[config.mk]
export PLATFORM = sky130hd
export DESIGN_NAME = mslc_div
export DESIGN_NICKNAME = d
export VERILOG_FILES = /design/src/design/modular_square_root_lift_core_macros.svh /design/src/design/mslc_pkg.sv /design/src/design/mslc_div.sv
export SDC_FILE = /design/constraint.sdc
export NUM_CORES = 1
export LEC_CHECK = 0
export BUFFER_PORTS_ARGS = -buffer_cell sky130_fd_sc_hd__buf_2
export CAP_MARGIN = 15
export CORE_MARGIN = 5
export CORE_UTILIZATION = 25
export CTS_BUF_LIST = sky130_fd_sc_hd__clkbuf_8
export DETAILED_ROUTE_END_ITERATION = 8
export PLACE_DENSITY = 0.55
export SLEW_MARGIN = 20
export SYNTH_ARGS = -nofsm -noshare
export SYNTH_HDL_FRONTEND = slang
export SYNTH_SLANG_ARGS = --single-unit
export TNS_END_PERCENT = 20
[constraint.sdc]
create_clock -name i_clk -period 4.4 [get_ports i_clk]
set_input_delay 0.44 -clock i_clk [delete_from_list [all_inputs] [get_ports i_clk]]
set_output_delay 0.44 -clock i_clk [all_outputs]
set_load 0.01 [all_outputs]
[src/design/modular_square_root_lift_core_macros.svh]
// assertion helpers for the modular square root core
`ifndef MODULAR_SQUARE_ROOT_LIFT_CORE_MACROS_SVH
`define MODULAR_SQUARE_ROOT_LIFT_CORE_MACROS_SVH

// antecedent implies consequent in the same cycle
`define MSLC_ASSERT_IMPLY(lbl, ante, cons) \
    lbl: assert property (@(posedge i_clk) disable iff (!i_rst_n) (ante) |-> (cons)) \
        else $error("mslc implication check failed");

// condition never holds
`define MSLC_ASSERT_NEVER(lbl, cond) \
    lbl: assert property (@(posedge i_clk) disable iff (!i_rst_n) !(cond)) \
        else $error("mslc forbidden condition seen");

`endif

[src/design/mslc_pkg.sv]
package mslc_pkg;

    localparam int DATA_W       = 64;
    localparam int MOD_W        = 32;
    localparam int NONRES_LIMIT = 4096;
    localparam int W_W          = 13;

    localparam logic [1:0] ST_OK     = 2'd0;
    localparam logic [1:0] ST_NONRES = 2'd1;
    localparam logic [1:0] ST_NOLIFT = 2'd2;
    localparam logic [1:0] ST_BADMOD = 2'd3;

    localparam logic [1:0] LIFT_RESET = 2'd2;

    typedef enum logic [5:0] {
        S_IDLE, S_CHECK, S_NR, S_EUL, S_P3, S_QS, S_WTEST, S_WCHK,
        S_GOTC, S_GOTT, S_GOTR, S_ROUND, S_ORD, S_ORD_B, S_BSQ, S_BSQ_B,
        S_R2, S_T1, S_T1B, S_T2, S_VERIFY, S_VCHK, S_L0, S_L1,
        S_L2, S_L3, S_L4, S_EU, S_EU_Q, S_EU_T, S_H, S_H2,
        S_H3, S_POW, S_POW_A, S_POW_SQ, S_POW_B, S_MUL, S_DSTART, S_DWAIT,
        S_OUT
    } t_state;

    typedef struct packed {
        logic start;
    } t_div_ctl;

    typedef struct packed {
        logic done;
    } t_div_sts;

endpackage

[src/design/mslc_div.sv]
module mslc_div (
    input  logic                           i_clk,
    input  logic                           i_rst_n,
    input  mslc_pkg::t_div_ctl             i_ctl,
    input  logic [mslc_pkg::DATA_W-1:0]    i_dividend,
    input  logic [mslc_pkg::DATA_W-1:0]    i_divisor,
    output mslc_pkg::t_div_sts             o_sts,
    output logic [mslc_pkg::DATA_W-1:0]    o_quotient,
    output logic [mslc_pkg::DATA_W-1:0]    o_remainder
);

    localparam int CNT_W = $clog2(mslc_pkg::DATA_W);

    logic                          r_busy;
    logic [CNT_W-1:0]              r_cnt;
    logic [mslc_pkg::DATA_W-1:0]   r_rem;
    logic [mslc_pkg::DATA_W-1:0]   r_quo;
    logic [mslc_pkg::DATA_W:0]     sh;
    logic [mslc_pkg::DATA_W:0]     dvs_ext;
    logic [mslc_pkg::DATA_W:0]     diff;
    logic                          fits;

    assign sh      = {r_rem, r_quo[mslc_pkg::DATA_W-1]};
    assign dvs_ext = {1'b0, i_divisor};
    assign fits    = sh >= dvs_ext;
    assign diff    = sh - dvs_ext;

    always_ff @(posedge i_clk) begin
        if (!i_rst_n) begin
            r_busy <= 1'b0;
            r_cnt  <= '0;
        end else if (i_ctl.start) begin
            r_busy <= 1'b1;
            r_cnt  <= '0;
        end else if (r_busy) begin
            r_cnt <= r_cnt + 1'b1;
            if (r_cnt == CNT_W'(mslc_pkg::DATA_W - 1)) begin
                r_busy <= 1'b0;
            end
        end
    end

    always_ff @(posedge i_clk) begin
        if (i_ctl.start) begin
            r_rem <= '0;
            r_quo <= i_dividend;
        end else if (r_busy) begin
            r_rem <= fits ? diff[mslc_pkg::DATA_W-1:0] : sh[mslc_pkg::DATA_W-1:0];
            r_quo <= {r_quo[mslc_pkg::DATA_W-2:0], fits};
        end
    end

    assign o_sts.done  = r_busy && (r_cnt == CNT_W'(mslc_pkg::DATA_W - 1));
    assign o_quotient  = r_quo;
    assign o_remainder = r_rem;

endmodule

==> impl_metrics.py, run 1 <==
metrics = {
    "global_route": {
        "grt_start_max_net_pins": 79,
        "track_usage_pct": 14.89,
        "grt_pass1_wl_um": 52470,
        "grt_pass1_vias": 9168,
        "globalRouteOverflowTotal": 0,
        "antenna_found_initial": 1,
    },
    "critical_path": {
        "critPathMaxFanout": 8,
        "cp_top_family": "simple AND/OR/NAND/NOR gates",
        "setup.worst_path.class": "flip-flop to flip-flop",
        "worst-endpoint-arrival_ns": 4.07,
        "critPathMaxStageDelay_ns": 0.82,
        "cell_type_of_the_slowest_stage_on_the_worst_timing_path": "nor4_1",
        "element_type_at_the_critical_path_start": "flip-flop",
        "worstRegToRegCells": 9,
        "regToRegEndpoint": "o_remainder[60]",
        "timing.reg2reg.setup_slack_ns": 0.75,
        "list_of_cells_traversed_by_the_critical_path": "ha_1 > nand4_1 > nor4_1 > o211a_1 > o21ai_1 > a21boi_0 > nor3_1 > or3b_2 > o21ai_0",
        "worst_setup_path_end_kind": "flip-flop",
        "r2r-start": "o_remainder[24]",
        "critPathBufInv": 0,
        "required_ns": 4.81,
    },
    "synth": {
        "yosys_warnings": 0,
        "synth_sequential_area_ratio_pct": 32.83,
        "synth_area_um2": 10180,
        "avg_cell_area_syn_um2": 8.780,
        "synthesis.nets": 1357,
        "ys_types": 77,
        "syn_inst": 1160,
        "ys_async_sr_fraction_pct": 0,
        "synth_edf_count": 64,
        "yosys_reg_bits": 135,
        "synth_top_flop_cell": "dfxtp_1",
    },
    "sta": {
        "finalSetupTns_ns": 0,
        "actual_transition_at_the_worst_max_transition_pin_ns": 0.8791,
        "final_worst_path_cycle_share_pct": 83.04,
        "timing_max_transition_violations_final": 0,
        "setup_slack_ns": 0.7462,
        "slew_headroom_pct": 40.86,
        "final_period_minus_worst_setup_slack_ns": 3.654,
        "final-hold-violation-count": 0,
        "report.final.setup_viol": 0,
        "max_clock_freq_ghz": 0.2737,
        "finalClockSkew_ns": 0.01717,
        "timing.hold.ws_ns": 0.2139,
        "grt_setup_unrepaired": "false",
    },
    "drt": {
        "detailroute.via_count": 9616,
        "finalWirelength_um": 34950,
        "post_drt_via_cell_ratio": 4.962,
        "drc": 0,
        "wire_per_inst_um": 18.03,
        "number_of_routed_nets_with_antenna_violations": 0,
        "drt_pre_antenna_iters": 5,
        "detail_route.iter0.violations": 683,
    },
    "layout": {
        "syn2layout_area_growth_pct": 21.45,
        "multiInputGateArea_um2": 6197,
        "final_nets": 1588,
        "layout.cells.most_common": "buf_2",
        "register_area_um2": 3347,
        "layout.cells.most_common_list": "buf_2 (258), nor2_1 (104), inv_1 (93)",
        "fill_cells": 4411,
        "layout.cell_area.non_filler_um2": 12370,
        "layout-drive-gt1-share_pct": 27.28,
    },
    "min_path": {
        "hold_end": "r_busy",
        "holdCritStartpoint": "i_rst_n",
        "hold_class": "primary input to flip-flop",
        "hold-path-cell-count": 2,
    },
    "clock_tree": {
        "tritoncts": "done",
        "cts_root_buf": "clkbuf_8",
        "cts_buffer_depth": 2,
        "cts_setup_buffers": 0,
        "clkLatencyLatePin_ns": 0.48,
        "cts-buffers-inserted": 17,
        "hold_buffers": 0,
        "cts_resized": 0,
        "h-tree-depth": 4,
        "clock-sinks": 135,
        "clk_transition_reported_paths_ns": 0.09,
    },
    "pwr": {
        "post-layout-total-power_mw": 4.015,
        "leakage_nw": 5.463,
        "irDropWorstVdd_mv": 0.2018,
        "power_per_cell_area_nw_per_um2": 324.6,
    },
    "placed_design": {
        "placement.setup.worst_slack_ns": 0.5114,
        "gp_congestion": 0.8852,
        "hpwl_after_detailed_placement_um": 28030,
        "placement.io_buffers": 259,
        "placement.cell_area_um2": 11980,
    },
    "floorplan": {
        "i_o_pin_cnt": 260,
        "die_y_um": 211.8,
        "design.die.area_um2": 44880,
        "floorplan.core_area_um2": 40550,
        "chipWidth_um": 211.8,
        "starting_utilization_of_the_core_area_pct": 25.11,
        "floorplan.rows": 74,
    },
    "status": {
        "run_status": "finished clean",
    },
    "job": {
        "drv_cap": 0,
    },
}
cell type report:
cell class	count	area share, %
Tap cell	532	5.381
Multi-Input combinational cell	873	50.10
Sequential cell	135	27.06
Timing Repair Buffer	272	11.49
Antenna cell	2	0.04046
Clock inverter	15	1.244
Clock buffer	17	1.892
Inverter	92	2.792
cells by family (layout without fill, tap and decap cells):
kind of cell               after synthesis  count (layout)  share of synthesized area (%)
AOI/OAI and AO/OA                      336             336                          22.13
and+or+nand+nor                        312             312                          14.78
buffers and inverters                  152             396                          6.327
DFF                                    135             135                          32.83
muxes                                  106             106                          11.20
adders and majority gates               66              66                          8.182
xor gates and xnor gates                53              53                          4.558
other                                    0               2                              0
worst register-to-register path: cells and delay by family, from the launching register on:
family | cells | cell delay (ns)
adders and majority gates | 1 | 0.44
DFF | 1 | 0.34
AOI/OAI and AO/OA | 4 | 1.19
and+or+nand+nor | 4 | 1.64
per-stage QoR:
| step | std cells | util [%] |
|---|---|---|
| floorplan | 1160 | - |
| global placement | 1904 | 29.53 |
| detailed placement | 1904 | 29.53 |
| CTS | 1936 | 30.49 |
| global route | 1936 | 30.49 |
| finish | 1938 | 30.50 |
report_power, final:
part,internal (mW),switching [mW]
clock network,0.505,0.555
registers,1.45,0.113
logic,0.582,0.808
total,2.54,1.48
cell usage after synthesis (37+ instances only):
library cell / instances / area, um^2
a211oi_1: 54 / 405.4
a21oi_1: 87 / 435.4
clkbuf_1: 48 / 180.2
dfxtp_1: 71 / 1421
edfxtp_1: 64 / 1922
ha_1: 65 / 813.3
inv_1: 91 / 341.6
mux2_2: 64 / 720.7
mux2i_1: 42 / 420.4
nand2_1: 76 / 285.3
nor2_1: 104 / 390.4
o21ai_0: 51 / 255.2
xnor2_1: 37 / 324.1
how the worst max path moves through the flow:
stage / cells past startpoint / end / startpoint / slack, ns
3_5_place_dp: 13 / o_remainder[59] / i_divisor[12] / 0.51
2_1_floorplan: 13 / o_quotient[0] / i_divisor[6] / 1.09
4_1_cts: 11 / o_remainder[59] / o_remainder[11] / 0.70
6_report: 9 / o_remainder[60] / o_remainder[24] / 0.75
3_3_place_gp: 11 / o_remainder[60] / i_divisor[25] / 0.57
5_1_grt: 11 / o_remainder[53] / o_remainder[5] / 0.44
sequential cells by signal, indices dropped and copies added, names as in the netlist:
name and flops:
o_remainder 64, o_quotient 64, r_cnt 6, r_busy 1
metal layers:
metal  vias to the layer above  part of all wire [%]  global-route usage [%]
met5                         -                     0                       0
met4                         0                  0.98                   3.065
met3                        21                   6.3                   3.275
met2                       301                    48                   24.47
met1                      4545                    45                   20.23
li1                       4749                     -                       -
No activity file was read; power rests on OpenSTA's default activity.
==> run 2: changes to the inputs <==
--- a/config.mk
+++ b/config.mk
@@ -11,7 +11,7 @@
 export CORE_UTILIZATION = 25
 export CTS_BUF_LIST = sky130_fd_sc_hd__clkbuf_8
 export DETAILED_ROUTE_END_ITERATION = 8
-export PLACE_DENSITY = 0.55
+export PLACE_DENSITY = 0.56
 export SLEW_MARGIN = 20
 export SYNTH_ARGS = -nofsm -noshare
 export SYNTH_HDL_FRONTEND = slang
==> constraint.sdc (replaced) <==
create_clock -name i_clk -period 3.1 [get_ports i_clk]
set_input_delay 0.31 -clock i_clk [delete_from_list [all_inputs] [get_ports i_clk]]
set_output_delay 0.31 -clock i_clk [all_outputs]
set_load 0.01 [all_outputs]
==> impl_metrics.py, run 2 (same netlist as run 1, synthesis figures left out) <==
metrics = {
    "layout": {
        "final_nets": 1743,
        "layout.cells.most_common_list": "buf_2 (258), buf_4 (161), nor2_1 (101)",
        "syn2layout_area_growth_pct": 36.68,
        "instances_no_fill": 2093,
        "fill_cells": 4264,
        "finish.utilization_pct": 34.33,
        "layout.cells.most_common": "buf_2",
        "layout-drive-gt1-share_pct": 37.52,
        "register_area_um2": 3351,
        "multiInputGateArea_um2": 6464,
    },
    "clock_tree": {
        "cts_buffer_depth": 2,
        "tritoncts": "done",
        "clk_transition_reported_paths_ns": 0.10,
        "cts_root_buf": "clkbuf_8",
        "cts-buffers-inserted": 17,
        "hold_buffers": 0,
        "h-tree-depth": 4,
        "clock-sinks": 135,
        "clkLatencyLatePin_ns": 0.48,
    },
    "critical_path": {
        "critPathMaxFanout": 11,
        "worst-endpoint-arrival_ns": 3.43,
        "element_type_at_the_critical_path_start": "flip-flop",
        "required_ns": 3.49,
        "worst_setup_path_end_kind": "flip-flop",
        "setup.worst_path.class": "flip-flop to flip-flop",
    },
    "sta": {
        "actual_transition_at_the_worst_max_transition_pin_ns": 0.7526,
        "finalClockSkew_ns": 0.01171,
        "slew_headroom_pct": 49.83,
        "final_worst_path_cycle_share_pct": 98.27,
        "report.final.setup_viol": 0,
        "final-hold-violation-count": 0,
        "grt_setup_unrepaired": "true",
        "max_clock_freq_ghz": 0.3283,
        "final_period_minus_worst_setup_slack_ns": 3.046,
        "timing_max_transition_violations_final": 0,
    },
    "floorplan": {
        "starting_utilization_of_the_core_area_pct": 25.11,
        "i_o_pin_cnt": 260,
        "design.die.area_um2": 44880,
        "die_y_um": 211.8,
        "chipWidth_um": 211.8,
        "floorplan.core_area_um2": 40550,
        "floorplan.rows": 74,
    },
    "drt": {
        "finalWirelength_um": 37970,
        "drt_pre_antenna_iters": 5,
        "number_of_routed_nets_with_antenna_violations": 0,
        "wire_per_inst_um": 18.14,
        "drc": 0,
        "detail_route.iter0.violations": 642,
        "detailroute.via_count": 10270,
        "post_drt_via_cell_ratio": 4.908,
    },
    "global_route": {
        "track_usage_pct": 16.19,
        "grt_pass1_vias": 10090,
        "globalRouteOverflowTotal": 0,
        "grt_start_max_net_pins": 128,
        "grt_pass1_wl_um": 57080,
        "antenna_found_initial": 2,
    },
    "pwr": {
        "power_per_cell_area_nw_per_um2": 454.4,
        "internal-power_mw": 4.012,
        "power.clock.fraction_pct": 27.0,
        "pwr-share-seq_pct": 34.5,
        "switching_share_pct": 36.57,
        "irDropWorstVdd_mv": 0.2584,
        "comb_power_share_pct": 38.5,
        "leakage_nw": 6.285,
        "switchingPower_mw": 2.313,
    },
    "placed_design": {
        "hpwl_after_detailed_placement_um": 30270,
        "dp.cells": 2054,
        "gp_congestion": 0.8906,
        "placement.io_buffers": 259,
    },
    "job": {
        "drv_cap": 0,
    },
    "min_path": {
        "hold_class": "primary input to flip-flop",
    },
    "status": {
        "run_status": "finished clean",
    },
}
-- run 2: changes by cell type in the layout (fill, tap and decap cells not counted), sizes merged --
| cell | change |
|---|---|
| buf | +155 |
| clkinv | -6 |
| clkinvlp | +1 |
| inv | +4 |
| bufinv | +1 |
-- run 2: layout make-up --
cell class | instances | share of cell area (%)
Tap cell | 532 | 4.782
Inverter | 92 | 2.481
Timing Repair Buffer | 427 | 19.05
Clock buffer | 17 | 1.681
Multi-Input combinational cell | 873 | 46.43
Clock inverter | 15 | 1.474
Sequential cell | 135 | 24.07
Antenna cell | 2 | 0.03595
-- run 2: critical path: stages, from the launching register on --
cell and delay, ns:
dfxtp_1 0.43, ha_1 0.29, a21o_1 0.24, o22a_1 0.25, a21oi_2 0.22, a31oi_4 0.07
a211oi_4 0.33, a211oi_4 0.12, or2_4 0.30, buf_12 0.16, buf_12 0.15, mux2i_1 0.11
a211oi_1 0.26
-- run 2: repair_timing --
item	4_1_cts	5_1_grt
hold endpoints to repair	0	0
buffers inserted	1	4
resized for setup	4	47
pin swaps	3	12
endpoints found under the setup margin	37	56
-- run 2: power by group through the flow --
stage                     clock, mW  sequential, mW  combinational (mW)
final                          1.71            2.18                2.44
after global routing           1.82            2.21                2.66
after CTS                      1.76            2.18                2.37
after detailed placement          0            2.22                2.35
after global placement            0            2.21                2.33
after floorplan                   0            2.28                1.31
-- run 2: per-layer routing --
| layer | up-vias | GRT usage, % | part of all wire [%] |
|---|---|---|---|
| met5 | - | 0 | 0 |
| met4 | 0 | 5.198 | 1.9 |
| met3 | 45 | 3.201 | 5.5 |
| met2 | 274 | 25.63 | 48 |
| met1 | 4904 | 22.25 | 45 |
| li1 | 5049 | - | - |
-- run 2: worst paths after layout --
check	start	end	slack (ns)	depth (start not counted)
worst max-delay path	o_remainder[13]	o_remainder[36]	0.05	12
worst min-delay path	i_rst_n	r_busy	0.09	2
worst max register to register	o_remainder[13]	o_remainder[36]	0.05	12
worst min register to register	o_remainder[23]	o_remainder[23]	0.51	2
-- run 2: per-stage QoR --
stage	instance area (um^2)	setup TNS [ns]	hold slack [ns]	worst slack (ns)	power [mW]
floorplan	10220	0	0.4585	0.008693	3.592
global placement	13200	-2.829	0.4698	-0.1139	4.548
detailed placement	13200	-5.953	0.4997	-0.1875	4.570
CTS	13670	-0.004381	0.03271	-0.004381	6.309
global route	13920	-0.3247	0.04693	-0.07787	6.695
finish	13920	0	0.08526	0.05364	6.325
==> run 3: changes to the inputs <==
--- a/config.mk
+++ b/config.mk
@@ -9,7 +9,7 @@
 export CAP_MARGIN = 15
 export CORE_MARGIN = 5
 export CORE_UTILIZATION = 25
-export CTS_BUF_LIST = sky130_fd_sc_hd__clkbuf_8
+export CTS_BUF_LIST = sky130_fd_sc_hd__clkbuf_4 sky130_fd_sc_hd__clkbuf_8 sky130_fd_sc_hd__clkbuf_16
 export DETAILED_ROUTE_END_ITERATION = 8
 export PLACE_DENSITY = 0.56
 export SLEW_MARGIN = 20
==> impl_metrics.py, run 3 (same netlist as run 1, synthesis figures left out) <==
metrics = {
    "status": {
        "run_status": "finished clean",
    },
    "placed_design": {
        "placement.cell_area_um2": 13200,
        "gp_congestion": 0.8906,
        "dp.cells": 2054,
        "placement.io_buffers": 259,
        "placement.setup.worst_slack_ns": -0.1875,
        "hpwl_after_detailed_placement_um": 30270,
    },
    "drt": {
        "post_drt_via_cell_ratio": 4.928,
        "finalWirelength_um": 38020,
        "wire_per_inst_um": 18.16,
        "detailroute.via_count": 10320,
        "drc": 0,
        "number_of_routed_nets_with_antenna_violations": 0,
        "detail_route.iter0.violations": 691,
        "drt_pre_antenna_iters": 5,
    },
    "layout": {
        "layout.cell_area.non_filler_um2": 14160,
        "instances_no_fill": 2094,
        "layout.cells.most_common": "buf_2",
        "layout-drive-gt1-share_pct": 37.91,
        "fill_cells": 4218,
        "layout.cells.most_common_list": "buf_2 (258), buf_4 (161), nor2_1 (100)",
        "syn2layout_area_growth_pct": 39.07,
        "final_nets": 1743,
    },
    "sta": {
        "finalSetupTns_ns": 0,
        "finalClockSkew_ns": 0.007576,
        "timing.hold.ws_ns": 0.1191,
        "grt_setup_unrepaired": "true",
        "report.final.setup_viol": 0,
        "actual_transition_at_the_worst_max_transition_pin_ns": 0.7688,
        "slew_headroom_pct": 48.75,
        "final-hold-violation-count": 0,
        "max_clock_freq_ghz": 0.3316,
        "setup_slack_ns": 0.08392,
        "final_worst_path_cycle_share_pct": 97.29,
        "timing_max_transition_violations_final": 0,
        "final_period_minus_worst_setup_slack_ns": 3.016,
    },
    "global_route": {
        "grt_pass1_vias": 10070,
        "grt_pass1_wl_um": 57190,
        "globalRouteOverflowTotal": 0,
        "track_usage_pct": 16.26,
        "grt_start_max_net_pins": 128,
        "antenna_found_initial": 2,
    },
    "job": {
        "drv_cap": 0,
    },
    "critical_path": {
        "crit_path_frequent_cell": "a211oi_4",
        "worst_setup_path_end_kind": "flip-flop",
        "required_ns": 3.46,
        "element_type_at_the_critical_path_start": "flip-flop",
        "list_of_cells_traversed_by_the_critical_path": "ha_1 > nand3_1 > o21bai_2 > a21bo_2 > a31oi_4 > a211oi_4 > a211oi_4 > nor2_1 > buf_4 > or3_1 > a311oi_2",
        "timing.reg2reg.setup_slack_ns": 0.08,
        "critPathMaxFanout": 5,
        "worst-endpoint-arrival_ns": 3.38,
        "critPathMaxStageDelay_ns": 0.39,
        "cell_type_of_the_slowest_stage_on_the_worst_timing_path": "or3_1",
        "setup.worst_path.class": "flip-flop to flip-flop",
    },
    "floorplan": {
        "chipWidth_um": 211.8,
        "design.die.area_um2": 44880,
        "die_y_um": 211.8,
        "i_o_pin_cnt": 260,
        "floorplan.core_area_um2": 40550,
        "floorplan.rows": 74,
        "starting_utilization_of_the_core_area_pct": 25.11,
    },
    "pwr": {
        "irDropWorstVdd_mv": 0.2820,
        "leakage_nw": 6.372,
        "power_per_cell_area_nw_per_um2": 486.6,
    },
    "clock_tree": {
        "cts_root_buf": "clkbuf_16",
        "cts-buffers-inserted": 17,
        "h-tree-depth": 4,
        "cts_buffer_depth": 2,
        "tritoncts": "done",
        "clock-sinks": 135,
        "clk_transition_reported_paths_ns": 0.07,
        "clkLatencyLatePin_ns": 0.45,
    },
    "min_path": {
        "hold_class": "primary input to flip-flop",
    },
}
==> run 3: cell count changes in the layout (fill, tap and decap cells not counted), moves of 2 or more <==
cell,delta
clkbuf_16,+17
a211oi_1,-2
ha_4,+3
clkbuf_8,-17
a21oi_1,+2
o21ai_0,-2
ha_1,-2
a211oi_2,+2
==> run 3: path summary, 6_finish.rpt <==
check,cells after the start,end,start
hold / removal,2,r_busy,i_rst_n
hold reg to reg,2,r_cnt[5],r_cnt[5]
setup / recovery,11,o_remainder[48],o_remainder[3]
setup reg to reg,11,o_remainder[48],o_remainder[3]
==> run 3: area by class of cell <==
type / count / area (um^2) / share of cell area [%]
Antenna cell: 3 / 7.507 / 0.05300
Clock buffer: 17 / 425.4 / 3.004
Clock inverter: 15 / 205.2 / 1.449
Inverter: 92 / 345.3 / 2.438
Multi-Input combinational cell: 873 / 6513 / 45.98
Sequential cell: 135 / 3351 / 23.66
Tap cell: 532 / 665.6 / 4.700
Timing Repair Buffer: 427 / 2651 / 18.72
==> run 3: critical path, delay by kind of cell, from the launching register on <==
| family | cells | cell delay, ns |
|---|---|---|
| AOI/OAI and AO/OA | 6 | 1.41 |
| and+or+nand+nor | 3 | 0.63 |
| DFF | 1 | 0.34 |
| buffers and inverters | 1 | 0.19 |
| adders and majority gates | 1 | 0.37 |
==> run 3: metrics by stage <==
stage | util [%] | power, mW
3_5_place_dp | 32.56 | 4.570
5_1_grt | 34.92 | 7.251
4_1_cts | 34.15 | 6.856
3_3_place_gp | 32.56 | 4.548
2_1_floorplan | - | 3.592
6_report | 34.93 | 6.892
==> run 3: what timing repair did <==
item                       CTS  global route
hold buffers                 0             0
resized for setup            3            57
setup buffers                1             4
pin swaps                    3            15
cloned                       0             0
setup endpoints to repair   26            56
==> run 3: routing by layer <==
metal / GRT usage [%] / vias up / routed length (um)
met3: 2.993 / 58 / 1974
li1: - / 5055 / -
met5: 0 / - / 0
met2: 25.51 / 261 / 17950
met1: 22.39 / 4946 / 17210
met4: 5.908 / 0 / 886
==> run 3: power breakdown <==
| group | switching (mW) | internal (mW) | total [mW] |
|---|---|---|---|
| registers | 0.125 | 2.06 | 2.19 |
| logic | 1.32 | 1.13 | 2.45 |
| clock network | 0.954 | 1.30 | 2.26 |
